### src/design/rssu_pkg.sv
`default_nettype none
package rssu_pkg;

    typedef enum logic [1:0] {
        S_IDLE,
        S_DIV,
        S_MAC,
        S_OUT
    } t_state;

    // register indexes of the configuration port
    typedef enum logic [2:0] {
        CFG_FILTER_ENABLE    = 3'd0,
        CFG_COEF_FEEDBACK    = 3'd1,
        CFG_COEF_INPUT       = 3'd2,
        CFG_COEF_PREV_INPUT  = 3'd3,
        CFG_SAMPLES_PER_REV  = 3'd4,
        CFG_FLASH_TICKS      = 3'd5,
        CFG_INITIAL_INTERVAL = 3'd6
    } t_cfg_idx;

    localparam logic        RST_FILTER_ENABLE    = 1'b1;
    localparam logic [15:0] RST_COEF_FEEDBACK    = 16'd64515;
    localparam logic [15:0] RST_COEF_INPUT       = 16'd511;
    localparam logic [15:0] RST_COEF_PREV_INPUT  = 16'd511;
    localparam logic [10:0] RST_SAMPLES_PER_REV  = 11'd256;
    localparam logic [23:0] RST_FLASH_TICKS      = 24'd1000;
    localparam logic [31:0] RST_INITIAL_INTERVAL = 32'd10000;
    localparam logic [31:0] ALL_ONES             = 32'hFFFF_FFFF;

    localparam int DIV_STEPS = 32;
    localparam int MAC_STEPS = 4;

    typedef struct packed {
        logic accept;
        logic div_step;
        logic mac_step;
    } t_cmd;

    typedef struct packed {
        logic edge_in;
        logic mac_need;
        logic div_last;
        logic mac_last;
    } t_stat;

endpackage
`default_nettype wire

### src/design/rssu_ctrl.sv
`default_nettype none
module rssu_ctrl (
    input  wire              i_clk,
    input  wire              i_rst_n,
    input  wire              i_in_valid,
    input  wire              i_out_stall,
    input  rssu_pkg::t_stat  i_stat,
    output rssu_pkg::t_cmd   o_cmd,
    output logic             o_in_stall,
    output logic             o_out_valid
);
    import rssu_pkg::*;

    t_state r_state;
    t_state n_state;

    always_ff @(posedge i_clk) begin
        if (!i_rst_n) begin
            r_state <= S_IDLE;
        end else begin
            r_state <= n_state;
        end
    end

    always_comb begin
        n_state        = r_state;
        o_cmd.accept   = 1'b0;
        o_cmd.div_step = 1'b0;
        o_cmd.mac_step = 1'b0;
        o_in_stall     = 1'b1;
        o_out_valid    = 1'b0;
        unique case (r_state)
            S_IDLE: begin
                o_in_stall = 1'b0;
                if (i_in_valid) begin
                    o_cmd.accept = 1'b1;
                    if (i_stat.edge_in) begin
                        n_state = S_DIV;
                    end else if (i_stat.mac_need) begin
                        n_state = S_MAC;
                    end else begin
                        n_state = S_OUT;
                    end
                end
            end
            S_DIV: begin
                o_cmd.div_step = 1'b1;
                if (i_stat.div_last) begin
                    n_state = S_OUT;
                end
            end
            S_MAC: begin
                o_cmd.mac_step = 1'b1;
                if (i_stat.mac_last) begin
                    n_state = S_OUT;
                end
            end
            S_OUT: begin
                o_out_valid = 1'b1;
                if (!i_out_stall) begin
                    n_state = S_IDLE;
                end
            end
            default: n_state = S_IDLE;
        endcase
    end

endmodule
`default_nettype wire

### src/design/rssu_dp.sv
`default_nettype none
module rssu_dp #(
    parameter int BANK_DEPTH = 1024
) (
    input  wire              i_clk,
    input  wire              i_rst_n,
    input  rssu_pkg::t_cmd   i_cmd,
    output rssu_pkg::t_stat  o_stat,
    input  wire              i_cfg_we,
    input  wire  [2:0]       i_cfg_index,
    input  wire  [31:0]      i_cfg_data,
    input  wire              i_tach_edge,
    input  wire  [15:0]      i_adc_value,
    output logic             o_strobe_on,
    output logic             o_overrun,
    output logic             o_sample_valid,
    output logic             o_sample_bank,
    output logic [9:0]       o_sample_index,
    output logic [15:0]      o_sample_value,
    output logic             o_revolution_done,
    output logic [31:0]      o_period_ticks,
    output logic             o_finished_bank,
    output logic [10:0]      o_finished_count,
    output logic [7:0]       o_revolution_count
);
    import rssu_pkg::*;

    localparam int WIW = $clog2(BANK_DEPTH + 1);
    localparam logic [WIW-1:0] DEPTH_W = WIW'(BANK_DEPTH);

    // configuration
    logic        r_filter_en;
    logic [15:0] r_coef_fb, r_coef_in, r_coef_prev;
    logic [10:0] r_spr;
    logic [23:0] r_flash;

    // tick state
    logic [31:0]    r_tick, r_interval, r_match, r_strobe_match, r_strobe_off;
    logic           r_armed, r_level, r_bank, r_overrun;
    logic [WIW-1:0] r_widx;
    logic [15:0]    r_prev_f, r_prev_raw;
    logic [7:0]     r_rev;

    // divider
    logic [4:0]  r_div_cnt;
    logic [10:0] r_rem, r_divisor;
    logic [31:0] r_quo;

    // filter
    logic [1:0]  r_mac_cnt;
    logic [15:0] r_x;
    logic [31:0] r_prod;
    logic [33:0] r_acc;

    logic [31:0] t_next, flash1;
    logic [32:0] match_sum;
    logic        hit;
    logic [11:0] rem_sh;
    logic        q_bit;
    logic [31:0] q_full;
    logic [15:0] mul_a, mul_b;
    logic [33:0] acc_fin;
    logic [15:0] y_sat;

    assign t_next    = r_tick + 32'd1;
    assign flash1    = (r_flash == 24'd0) ? 32'd1 : {8'd0, r_flash};
    assign hit       = r_armed && (t_next == r_match);
    assign match_sum = {1'b0, r_match} + {1'b0, r_interval};

    assign rem_sh = {r_rem, r_quo[31]};
    assign q_bit  = (rem_sh >= {1'b0, r_divisor});
    assign q_full = {r_quo[30:0], q_bit};

    always_comb begin
        case (r_mac_cnt)
            2'd0:    begin mul_a = r_coef_fb;   mul_b = r_prev_f;   end
            2'd1:    begin mul_a = r_coef_in;   mul_b = r_x;        end
            2'd2:    begin mul_a = r_coef_prev; mul_b = r_prev_raw; end
            default: begin mul_a = 16'd0;       mul_b = 16'd0;      end
        endcase
    end

    assign acc_fin = r_acc + {2'd0, r_prod};
    assign y_sat   = (acc_fin[33:32] != 2'd0) ? 16'hFFFF : acc_fin[31:16];

    assign o_stat.edge_in  = i_tach_edge;
    assign o_stat.mac_need = !i_tach_edge && hit && (r_widx < DEPTH_W) && r_filter_en;
    assign o_stat.div_last = (r_div_cnt == 5'(DIV_STEPS - 1));
    assign o_stat.mac_last = (r_mac_cnt == 2'(MAC_STEPS - 1));

    assign o_strobe_on        = r_level;
    assign o_overrun          = r_overrun;
    assign o_revolution_count = r_rev;

    always_ff @(posedge i_clk) begin
        if (!i_rst_n) begin
            r_filter_en    <= RST_FILTER_ENABLE;
            r_coef_fb      <= RST_COEF_FEEDBACK;
            r_coef_in      <= RST_COEF_INPUT;
            r_coef_prev    <= RST_COEF_PREV_INPUT;
            r_spr          <= RST_SAMPLES_PER_REV;
            r_flash        <= RST_FLASH_TICKS;
            r_tick         <= 32'd0;
            r_interval     <= RST_INITIAL_INTERVAL;
            r_match        <= RST_INITIAL_INTERVAL;
            r_armed        <= 1'b1;
            r_strobe_match <= ALL_ONES;
            r_strobe_off   <= ALL_ONES;
            r_level        <= 1'b0;
            r_bank         <= 1'b0;
            r_widx         <= '0;
            r_prev_f       <= 16'd0;
            r_prev_raw     <= 16'd0;
            r_rev          <= 8'd0;
            r_overrun      <= 1'b0;
            r_div_cnt      <= 5'd0;
            r_mac_cnt      <= 2'd0;
            o_sample_valid    <= 1'b0;
            o_sample_bank     <= 1'b0;
            o_sample_index    <= 10'd0;
            o_sample_value    <= 16'd0;
            o_revolution_done <= 1'b0;
            o_period_ticks    <= 32'd0;
            o_finished_bank   <= 1'b0;
            o_finished_count  <= 11'd0;
        end else begin
            if (i_cfg_we) begin
                unique case (i_cfg_index)
                    CFG_FILTER_ENABLE:   r_filter_en <= i_cfg_data[0];
                    CFG_COEF_FEEDBACK:   r_coef_fb   <= i_cfg_data[15:0];
                    CFG_COEF_INPUT:      r_coef_in   <= i_cfg_data[15:0];
                    CFG_COEF_PREV_INPUT: r_coef_prev <= i_cfg_data[15:0];
                    CFG_SAMPLES_PER_REV: r_spr       <= i_cfg_data[10:0];
                    CFG_FLASH_TICKS:     r_flash     <= i_cfg_data[23:0];
                    CFG_INITIAL_INTERVAL: begin
                        r_interval <= (i_cfg_data == 32'd0) ? 32'd1 : i_cfg_data;
                        r_match    <= (i_cfg_data == 32'd0) ? 32'd1 : i_cfg_data;
                        r_armed    <= 1'b1;
                    end
                    default: ;
                endcase
            end

            if (i_cmd.accept) begin
                o_sample_valid    <= 1'b0;
                o_sample_bank     <= 1'b0;
                o_sample_index    <= 10'd0;
                o_sample_value    <= 16'd0;
                o_revolution_done <= 1'b0;
                o_period_ticks    <= 32'd0;
                o_finished_bank   <= 1'b0;
                o_finished_count  <= 11'd0;
                if (i_tach_edge) begin
                    o_revolution_done <= 1'b1;
                    o_period_ticks    <= r_tick;
                    o_finished_bank   <= r_bank;
                    o_finished_count  <= 11'(r_widx);
                    r_tick         <= 32'd0;
                    r_bank         <= ~r_bank;
                    r_widx         <= '0;
                    r_strobe_match <= {1'b0, r_tick[31:1]};
                    r_level        <= 1'b1;
                    r_strobe_off   <= flash1;
                    r_armed        <= 1'b1;
                    r_rev          <= r_rev + 8'd1;
                    // period divide runs one quotient bit per cycle
                    r_quo          <= r_tick;
                    r_rem          <= 11'd0;
                    r_divisor      <= (r_spr == 11'd0) ? 11'd1 : r_spr;
                    r_div_cnt      <= 5'd0;
                end else begin
                    r_tick <= t_next;
                    if (t_next == r_strobe_match) begin
                        r_level      <= 1'b1;
                        r_strobe_off <= t_next + flash1;
                    end else if (t_next == r_strobe_off) begin
                        r_level <= 1'b0;
                    end
                    if (hit) begin
                        if (r_widx >= DEPTH_W) begin
                            r_overrun <= 1'b1;
                        end else begin
                            r_overrun      <= 1'b0;
                            o_sample_valid <= 1'b1;
                            o_sample_bank  <= r_bank;
                            o_sample_index <= 10'(r_widx);
                            o_sample_value <= i_adc_value;
                            r_widx         <= r_widx + WIW'(1);
                            r_x            <= i_adc_value;
                            r_acc          <= 34'd0;
                            r_mac_cnt      <= 2'd0;
                        end
                        if (match_sum < {1'b0, ALL_ONES}) begin
                            r_match <= match_sum[31:0];
                        end else begin
                            r_armed <= 1'b0;
                        end
                    end
                end
            end

            if (i_cmd.div_step) begin
                r_rem     <= q_bit ? 11'(rem_sh - {1'b0, r_divisor}) : rem_sh[10:0];
                r_quo     <= q_full;
                r_div_cnt <= r_div_cnt + 5'd1;
                if (o_stat.div_last) begin
                    r_interval <= (q_full == 32'd0) ? 32'd1 : q_full;
                    r_match    <= (q_full == 32'd0) ? 32'd1 : q_full;
                end
            end

            if (i_cmd.mac_step) begin
                r_prod    <= mul_a * mul_b;
                r_mac_cnt <= r_mac_cnt + 2'd1;
                if (r_mac_cnt != 2'd0) begin
                    r_acc <= acc_fin;
                end
                if (o_stat.mac_last) begin
                    o_sample_value <= y_sat;
                    r_prev_f       <= y_sat;
                    r_prev_raw     <= r_x;
                end
            end
        end
    end

endmodule
`default_nettype wire

### src/design/rotor_synchronous_sampler_strobe_unit.sv
`default_nettype none
// rotor-synchronous sampler and strobe
// input channel: one word per timer tick (tach edge flag and adc value),
// handshake i_in_valid / o_in_stall. output channel: one word per tick,
// handshake o_out_valid / i_out_stall, fields on their own ports.
// configuration: i_cfg_we writes i_cfg_data into register i_cfg_index
// (0 filter enable .. 6 initial interval); write only while idle.
// an ordinary tick has its result valid the cycle after accept; a sample
// through the filter first takes the one shared 16x16 multiplier, used for
// three products over four steps; a tach edge first takes the restoring
// divider that turns the period into a sample interval one bit per cycle.
// one word is in flight at a time: the input stalls until the result is
// taken, and a stalled result holds all its fields.
// reset (synchronous, active low) loads the register defaults, clears the
// tick counter, banks and filter history, and leaves both channels empty.
module rotor_synchronous_sampler_strobe_unit #(
    parameter int BANK_DEPTH = 1024
) (
    input  wire         i_clk,
    input  wire         i_rst_n,
    input  wire         i_in_valid,
    output logic        o_in_stall,
    input  wire         i_tach_edge,
    input  wire  [15:0] i_adc_value,
    output logic        o_out_valid,
    input  wire         i_out_stall,
    output logic        o_strobe_on,
    output logic        o_overrun,
    output logic        o_sample_valid,
    output logic        o_sample_bank,
    output logic [9:0]  o_sample_index,
    output logic [15:0] o_sample_value,
    output logic        o_revolution_done,
    output logic [31:0] o_period_ticks,
    output logic        o_finished_bank,
    output logic [10:0] o_finished_count,
    output logic [7:0]  o_revolution_count,
    input  wire         i_cfg_we,
    input  wire  [2:0]  i_cfg_index,
    input  wire  [31:0] i_cfg_data
);
    import rssu_pkg::*;

    t_cmd  cmd;
    t_stat stat;

    rssu_ctrl u_ctrl (
        .i_clk       (i_clk),
        .i_rst_n     (i_rst_n),
        .i_in_valid  (i_in_valid),
        .i_out_stall (i_out_stall),
        .i_stat      (stat),
        .o_cmd       (cmd),
        .o_in_stall  (o_in_stall),
        .o_out_valid (o_out_valid)
    );

    rssu_dp #(.BANK_DEPTH(BANK_DEPTH)) u_dp (
        .i_clk              (i_clk),
        .i_rst_n            (i_rst_n),
        .i_cmd              (cmd),
        .o_stat             (stat),
        .i_cfg_we           (i_cfg_we),
        .i_cfg_index        (i_cfg_index),
        .i_cfg_data         (i_cfg_data),
        .i_tach_edge        (i_tach_edge),
        .i_adc_value        (i_adc_value),
        .o_strobe_on        (o_strobe_on),
        .o_overrun          (o_overrun),
        .o_sample_valid     (o_sample_valid),
        .o_sample_bank      (o_sample_bank),
        .o_sample_index     (o_sample_index),
        .o_sample_value     (o_sample_value),
        .o_revolution_done  (o_revolution_done),
        .o_period_ticks     (o_period_ticks),
        .o_finished_bank    (o_finished_bank),
        .o_finished_count   (o_finished_count),
        .o_revolution_count (o_revolution_count)
    );

    a_one_in_flight: assert property (@(posedge i_clk) disable iff (!i_rst_n)
        o_out_valid |-> o_in_stall)
        else $error("input taken while a result is pending");

    a_edge_no_sample: assert property (@(posedge i_clk) disable iff (!i_rst_n)
        (o_out_valid && o_revolution_done) |-> !o_sample_valid)
        else $error("sample emitted on a tach edge");

    a_idle_fields_zero: assert property (@(posedge i_clk) disable iff (!i_rst_n)
        (o_out_valid && !o_revolution_done) |->
            (o_period_ticks == 32'd0 && o_finished_count == 11'd0))
        else $error("revolution fields set without a tach edge");

endmodule
`default_nettype wire

### config.mk
export PLATFORM = sky130hd
export DESIGN_NAME = rotor_synchronous_sampler_strobe_unit
export DESIGN_NICKNAME = d
export VERILOG_FILES = /design/src/design/rssu_pkg.sv /design/src/design/rssu_ctrl.sv /design/src/design/rssu_dp.sv /design/src/design/rotor_synchronous_sampler_strobe_unit.sv
export SDC_FILE = /design/constraint.sdc
export NUM_CORES = 2
export LEC_CHECK = 0
export BUFFER_PORTS_ARGS = -buffer_cell sky130_fd_sc_hd__buf_4
export CAP_MARGIN = 25
export CORE_MARGIN = 2
export CORE_UTILIZATION = 64
export DETAILED_ROUTE_END_ITERATION = 7
export MAX_ROUTING_LAYER = met4
export PLACE_DENSITY = 0.82
export SYNTH_ARGS = -nofsm -noshare
export SYNTH_HDL_FRONTEND = slang
export SYNTH_HIERARCHICAL = 1
export SYNTH_SLANG_ARGS = --single-unit
### constraint.sdc
create_clock -name i_clk -period 9.95 [get_ports i_clk]
set_input_delay 1.99 -clock i_clk [delete_from_list [all_inputs] [get_ports i_clk]]
set_output_delay 1.99 -clock i_clk [all_outputs]
set_load 0.05 [all_outputs]
Word level (Yosys, flattened, before mapping)
Cells that the tools add are included.
{"block": "classes", "n_lt_le_gt_ge": 4, "eq_ne": 23, "reduce_logical": 40, "div_mod_pow": 0, "n_mul": 1, "shifts": 0, "mux": 87, "bitwise_logic": 3, "n_addsub": 9}
{"cell": "$mux W32", "count": 21}
{"cell": "$mux W34", "count": 6}
{"cell": "$mux W16", "count": 7}
{"cell": "$eq A32 B32 Y1", "count": 3}
{"cell": "$pmux W16 S3", "count": 2}
{"cell": "$mux W11", "count": 8}
{"cell": "$logic_not A32 Y1", "count": 2}
{"cell": "$add A34 B32 Y34", "count": 1}
{"cell": "$add A32 B32 Y33", "count": 1}
{"cell": "$lt A33 B32 Y1 const B", "count": 1}
{"cell": "$add A32 B1 Y32 const B", "count": 1}
{"cell": "$add A32 B32 Y32", "count": 1}
{"cell": "$mul A16 B16 Y32", "count": 1}
{"cell": "$mux W10", "count": 3}
{"cell": "$mux W1", "count": 25}
{"cell": "$logic_not A24 Y1", "count": 1}
{"cell": "$mux W24", "count": 1}
{"cell": "$reduce_and A2 Y1", "count": 12}
{"cell": "$mux W2", "count": 10}
{"cell": "$reduce_bool A2 Y1", "count": 8}
{"cell": "$mux W5", "count": 3}
{"cell": "$ge A12 B11 Y1", "count": 1}
{"cell": "$ne A2 B2 Y1 const B", "count": 6}
{"cell": "$reduce_and A3 Y1", "count": 4}
{"cell": "other kinds (24)", "count": 38}
{"block": "word_totals", "inputBits": 57, "latchBits": 0, "output_inout_bits": 85, "ram_bits": 0, "reg_bits": 517, "mem_bits_ro": 0, "memories": 0, "elab_cells": 203}

Depth between registers and ports, before layout
{"block": "depth", "word_depth": 10, "ltp_mapped": 31, "ltp_nobuf": 29}

Cells and area by module
Netlist, hierarchy kept.
{"mod": "rssu_dp", "area_each_um2": 37019.3, "cells_each": 4314, "n_inst": 1, "seq_area_each_um2": 11671.2}
{"mod": "rssu_ctrl", "area_each_um2": 205.2, "cells_each": 22, "n_inst": 1, "seq_area_each_um2": 40.0}

Least setup slack after synthesis
OpenSTA, ideal clock, no wires.
{"block": "synth_path", "kind": "reg2reg", "start": "reg u_dp.r_mac_cnt[0]", "end": "reg u_dp.r_prod[22] (data pin)", "setup_ns": 0.258, "setup_slack_ns": 2.439, "n_path_buf": 3, "arrival_ns": 7.254, "synth_period_minus_slack_ns": 7.511, "stages_incl_launch_ff": 28, "t_required_ns": 9.692, "cell_sequence": "dfxtp_1 -> inv_1 -> ha_1 -> clkbuf_1 -> clkbuf_1 -> a222oi_1 -> or2_2 -> clkbuf_1 -> nor2_1 -> fa_1 -> inv_1 -> fa_1 -> fa_1 -> inv_1 -> fa_1 -> fa_1 -> inv_1 -> fa_1 -> inv_1 -> ha_1 -> and3_1 -> a221o_1 -> a21o_1 -> o41a_1 -> a21o_1 -> a311o_1 -> a21oi_1 -> xnor2_1"}
{"block": "synth_between", "elab_chain_len": 3, "elab_cells_between_ends": 6, "classes_between": "mul: 1; eq/ne: 2; mux: 2; reduce/logical: 1"}
{"element": "start: declaration", "line": "rssu_dp.sv:50", "text": "logic [1:0] r_mac_cnt;"}
{"element": "start signal: assignment", "line": "rssu_dp.sv:214", "text": "r_mac_cnt <= r_mac_cnt + 2'd1;"}
{"element": "$eq A2 B2 Y1, or another cell as far along", "line": "rssu_dp.sv:75", "text": "case (r_mac_cnt)"}
{"element": "$pmux W16 S3", "line": "rssu_dp.sv:75"}
{"element": "$mul A16 B16 Y32 *", "line": "rssu_dp.sv:213", "text": "r_prod <= mul_a * mul_b;"}
{"element": "end signal: assignment", "line": "rssu_dp.sv:213"}
{"element": "end: declaration", "line": "rssu_dp.sv:52", "text": "logic [31:0] r_prod;"}
Mark *: on every way between the ends. The rest lies on a longest branch, timed or not.
A chain may end at the register's enable or synchronous reset.

Worst setup path in the final report
{"block": "layout_path", "start": "reg u_dp.r_mac_cnt[0]", "end": "reg u_dp.r_prod[31] (data pin)"}
Same word-level chain as after synthesis.

==> impl_metrics.json <==
{
  "status": "finished clean",
  "cts_root_buf": "clkbuf_16",
  "drive_gt1_frac": 0.0958,
  "io_buffers": 141,
  "area_growth_pct": 9.08,
  "synth_area_mm2": 0.0372,
  "fin_nets": 4799,
  "grt_usage": 0.432,
  "fin_setup_tns_ns": 0,
  "multiInputGateArea_mm2": 0.0233,
  "grt_pass1_wl_um": 192000,
  "coreArea_mm2": 0.0576,
  "synth_adder_area_share": 0.179,
  "relSlewSlack": 0.267,
  "drt-total-wl_um": 127000,
  "syn_inst": 4336,
  "cts_tree": "yes",
  "synth_seq_cells": 517,
  "arrival_ns": 8.74,
  "final_cells": 5138,
  "die-area_mm2": 0.0601,
  "grt_max_degree": 64,
  "synth_top_cell_by_area": "dfxtp_1",
  "seq_area_mm2": 0.0117,
  "first_iter_violations": 3451,
  "htreeDepth": 2,
  "ys_seq_area_frac": 0.315,
  "drt-vias-per-instance": 6.50,
  "grt_pass1_vias": 32000,
  "async_reset_ff_frac": 0,
  "crit_path_max_fanout": 23,
  "path_clk_slew_ns": 0.07,
  "finalSetupViolations": 0,
  "synth_compound_area_frac": 0.174,
  "gp_congestion": 1.06,
  "dp_cells": 5030,
  "firstDrtPassIters": 7,
  "post-route-period-util": 0.846,
  "wire_per_inst_um": 24.8,
  "synth_top_family_by_area": "simple AND/OR/NAND/NOR gates",
  "synth_top_area_share": 0.205,
  "boundaryPins": 142,
  "fin_skew_ns": 0.0720,
  "max_freq_mhz": 119,
  "synthTopCellsByArea": "dfxtp_1 (20%), edfxtp_1 (11%), fa_1 (11%), ha_1 (7.3%), nand2_1 (6.8%)",
  "ys_warn_count": 6,
  "clock-sinks": 517,
  "antenna_found_initial": 2,
  "layout_min_cycle_time_ns": 8.42,
  "drc": 0,
  "p_per_area_mw_per_mm2": 184,
  "hold_violations": 0,
  "cts_repair_resize_count": 0,
  "ant_nets": 0,
  "clk_latency_ns": 0.66,
  "slew_violations": 0,
  "synth-xor-area-share": 0.0577,
  "vias": 33400,
  "holdBufCountCts": 0,
  "rsz0062_at_grt": "no",
  "rows": 88,
  "die_w_um": 245,
  "cap_violations": 0,
  "criticalPathCategory": "flip-flop to flip-flop",
  "slowest_delay_ns": 0.97,
  "critPathMostFrequentCell": "fa_1",
  "synthSimpleGateAreaFrac": 0.197,
  "ctsLongestPathBuffers": 3,
  "synth_edf_count": 136,
  "peakVddDrop_mv": 0.219,
  "critPathCaptureType": "flip-flop",
  "crit_path_top_delay_cell": "a222oi_1",
  "fill_cells": 4539,
  "p_total_mw": 7.47,
  "overflow": 0,
  "syn_avg_cell_area_um2": 8.58,
  "antenna_cells": 0,
  "worst_pin_slew_ns": 1.10,
  "fp.dieH_um": 245,
  "syn_nets": 4808,
  "finish.utilization": 0.705,
  "ys_types": 93,
  "required_ns": 10.28,
  "initial_core_util": 0.646,
  "synth-main-ff-cell": "dfxtp_1",
  "start_kind": "flip-flop",
  "synth_mux_area_frac": 0.0169,
  "worstHoldPathType": "flip-flop to flip-flop",
  "numCtsBuffers": 54,
  "post-cts-setup-buffers": 0,
  "dp_hpwl_um": 97200,
  "leakage_nw": 17.4
}
cell usage after synthesis, types with 44 or more instances:
| library cell | number |
|---|---|
| clkbuf_1 | 232 |
| nor2_1 | 284 |
| nand2b_1 | 48 |
| nor4_1 | 44 |
| xnor2_1 | 120 |
| a22o_1 | 60 |
| nor3_1 | 72 |
| and2_1 | 50 |
| nand2_1 | 671 |
| nor2b_1 | 44 |
| o21ai_0 | 200 |
| edfxtp_1 | 136 |
| ha_1 | 217 |
| nand3_1 | 141 |
| nand4_1 | 58 |
| a21oi_1 | 278 |
| xor2_1 | 89 |
| dfxtp_1 | 381 |
| inv_1 | 311 |
| fa_1 | 198 |
sequential cells by signal, indices dropped and copies added, names as in the netlist, 24 cells and up:
name	count
u_dp/r_tick	32
u_dp/o_period_ticks	32
u_dp/r_prod	32
u_dp/r_acc	34
u_dp/r_flash	24
u_dp/r_interval	32
u_dp/r_strobe_match	32
u_dp/r_match	32
u_dp/r_strobe_off	32
u_dp/r_quo	32
per-stage QoR:
step	setup slack (ns)	instance area (µm²)	hold WS, ns
2_1_floorplan	2.44	37200	0.433
3_3_place_gp	1.79	38600	0.438
3_5_place_dp	1.72	38700	0.448
4_1_cts	1.70	40500	0.461
5_1_grt	1.16	40600	0.478
6_report	1.53	40600	0.464
critical path, delay by kind of cell (launching register included):
| family | cells | cell delay, ns |
|---|---|---|
| adders and majority gates | 8 | 3.64 |
| and+or+nand+nor | 3 | 0.69 |
| DFF | 1 | 0.40 |
| xor gates and xnor gates | 1 | 0.09 |
| AOI/OAI and AO/OA | 10 | 2.73 |
| buffers and inverters | 6 | 0.56 |
path summary, 6_finish.rpt:
check	startpoint	endpoint	slack (ns)	cells after the start
setup reg to reg	u_dp/r_mac_cnt[0]	u_dp/r_prod[31]	1.53	28
hold / removal	u_dp/r_prev_raw[14]	u_dp/r_prev_raw[14]	0.46	2
hold reg to reg	u_dp/r_prev_raw[14]	u_dp/r_prev_raw[14]	0.46	2
setup / recovery	u_dp/r_mac_cnt[0]	u_dp/r_prod[31]	1.53	28
layout make-up:
class | instances | share of cell area
Inverter | 312 | 0.0289
Clock inverter | 31 | 0.00746
Timing Repair Buffer | 203 | 0.0385
Clock buffer | 71 | 0.0384
Multi-Input combinational cell | 3239 | 0.575
Sequential cell | 517 | 0.288
Tap cell | 765 | 0.0236
kinds of logic (layout without fill, tap and decap cells):
group,Yosys count,after routing
AOI/OAI and AO/OA,970,970
xor gates and xnor gates,223,223
adders and majority gates,415,415
buffers and inverters,580,617
DFF,517,517
muxes,59,59
and+or+nand+nor,1572,1572
placed cells by master, fill, tap and decap left out, drive strengths merged, types with 56 or more instances in the layout:
cell type | Yosys | final
a22o | 60 | 60
nor2 | 284 | 284
xor2 | 89 | 89
o21ai | 205 | 205
dfxtp | 381 | 381
nand4 | 59 | 59
a21oi | 278 | 278
xnor2 | 120 | 120
ha | 217 | 217
edfxtp | 136 | 136
nand3 | 142 | 142
nand2 | 672 | 672
fa | 198 | 198
nor3 | 72 | 72
and2 | 56 | 56
buf | 36 | 202
clkbuf | 232 | 72
inv | 312 | 316
routing by layer:
layer  wire [µm]  track usage  up-vias
met4        9650        0.277        0
li1            -            -    15100
met3       11500       0.0683      447
met1       47800        0.520    16000
met2       58400        0.676     1882
met5           0            -        -
report_power, final:
group | switching [mW] | internal (mW) | leakage [nW] | total [mW]
clock network | 0.928 | 1.17 | 0.910 | 2.10
registers | 0.138 | 2.39 | 4.38 | 2.53
logic | 1.83 | 1.01 | 12.1 | 2.84
total | 2.90 | 4.57 | 17.4 | 7.47
Note: power is estimated with default switching activity, not from simulation.
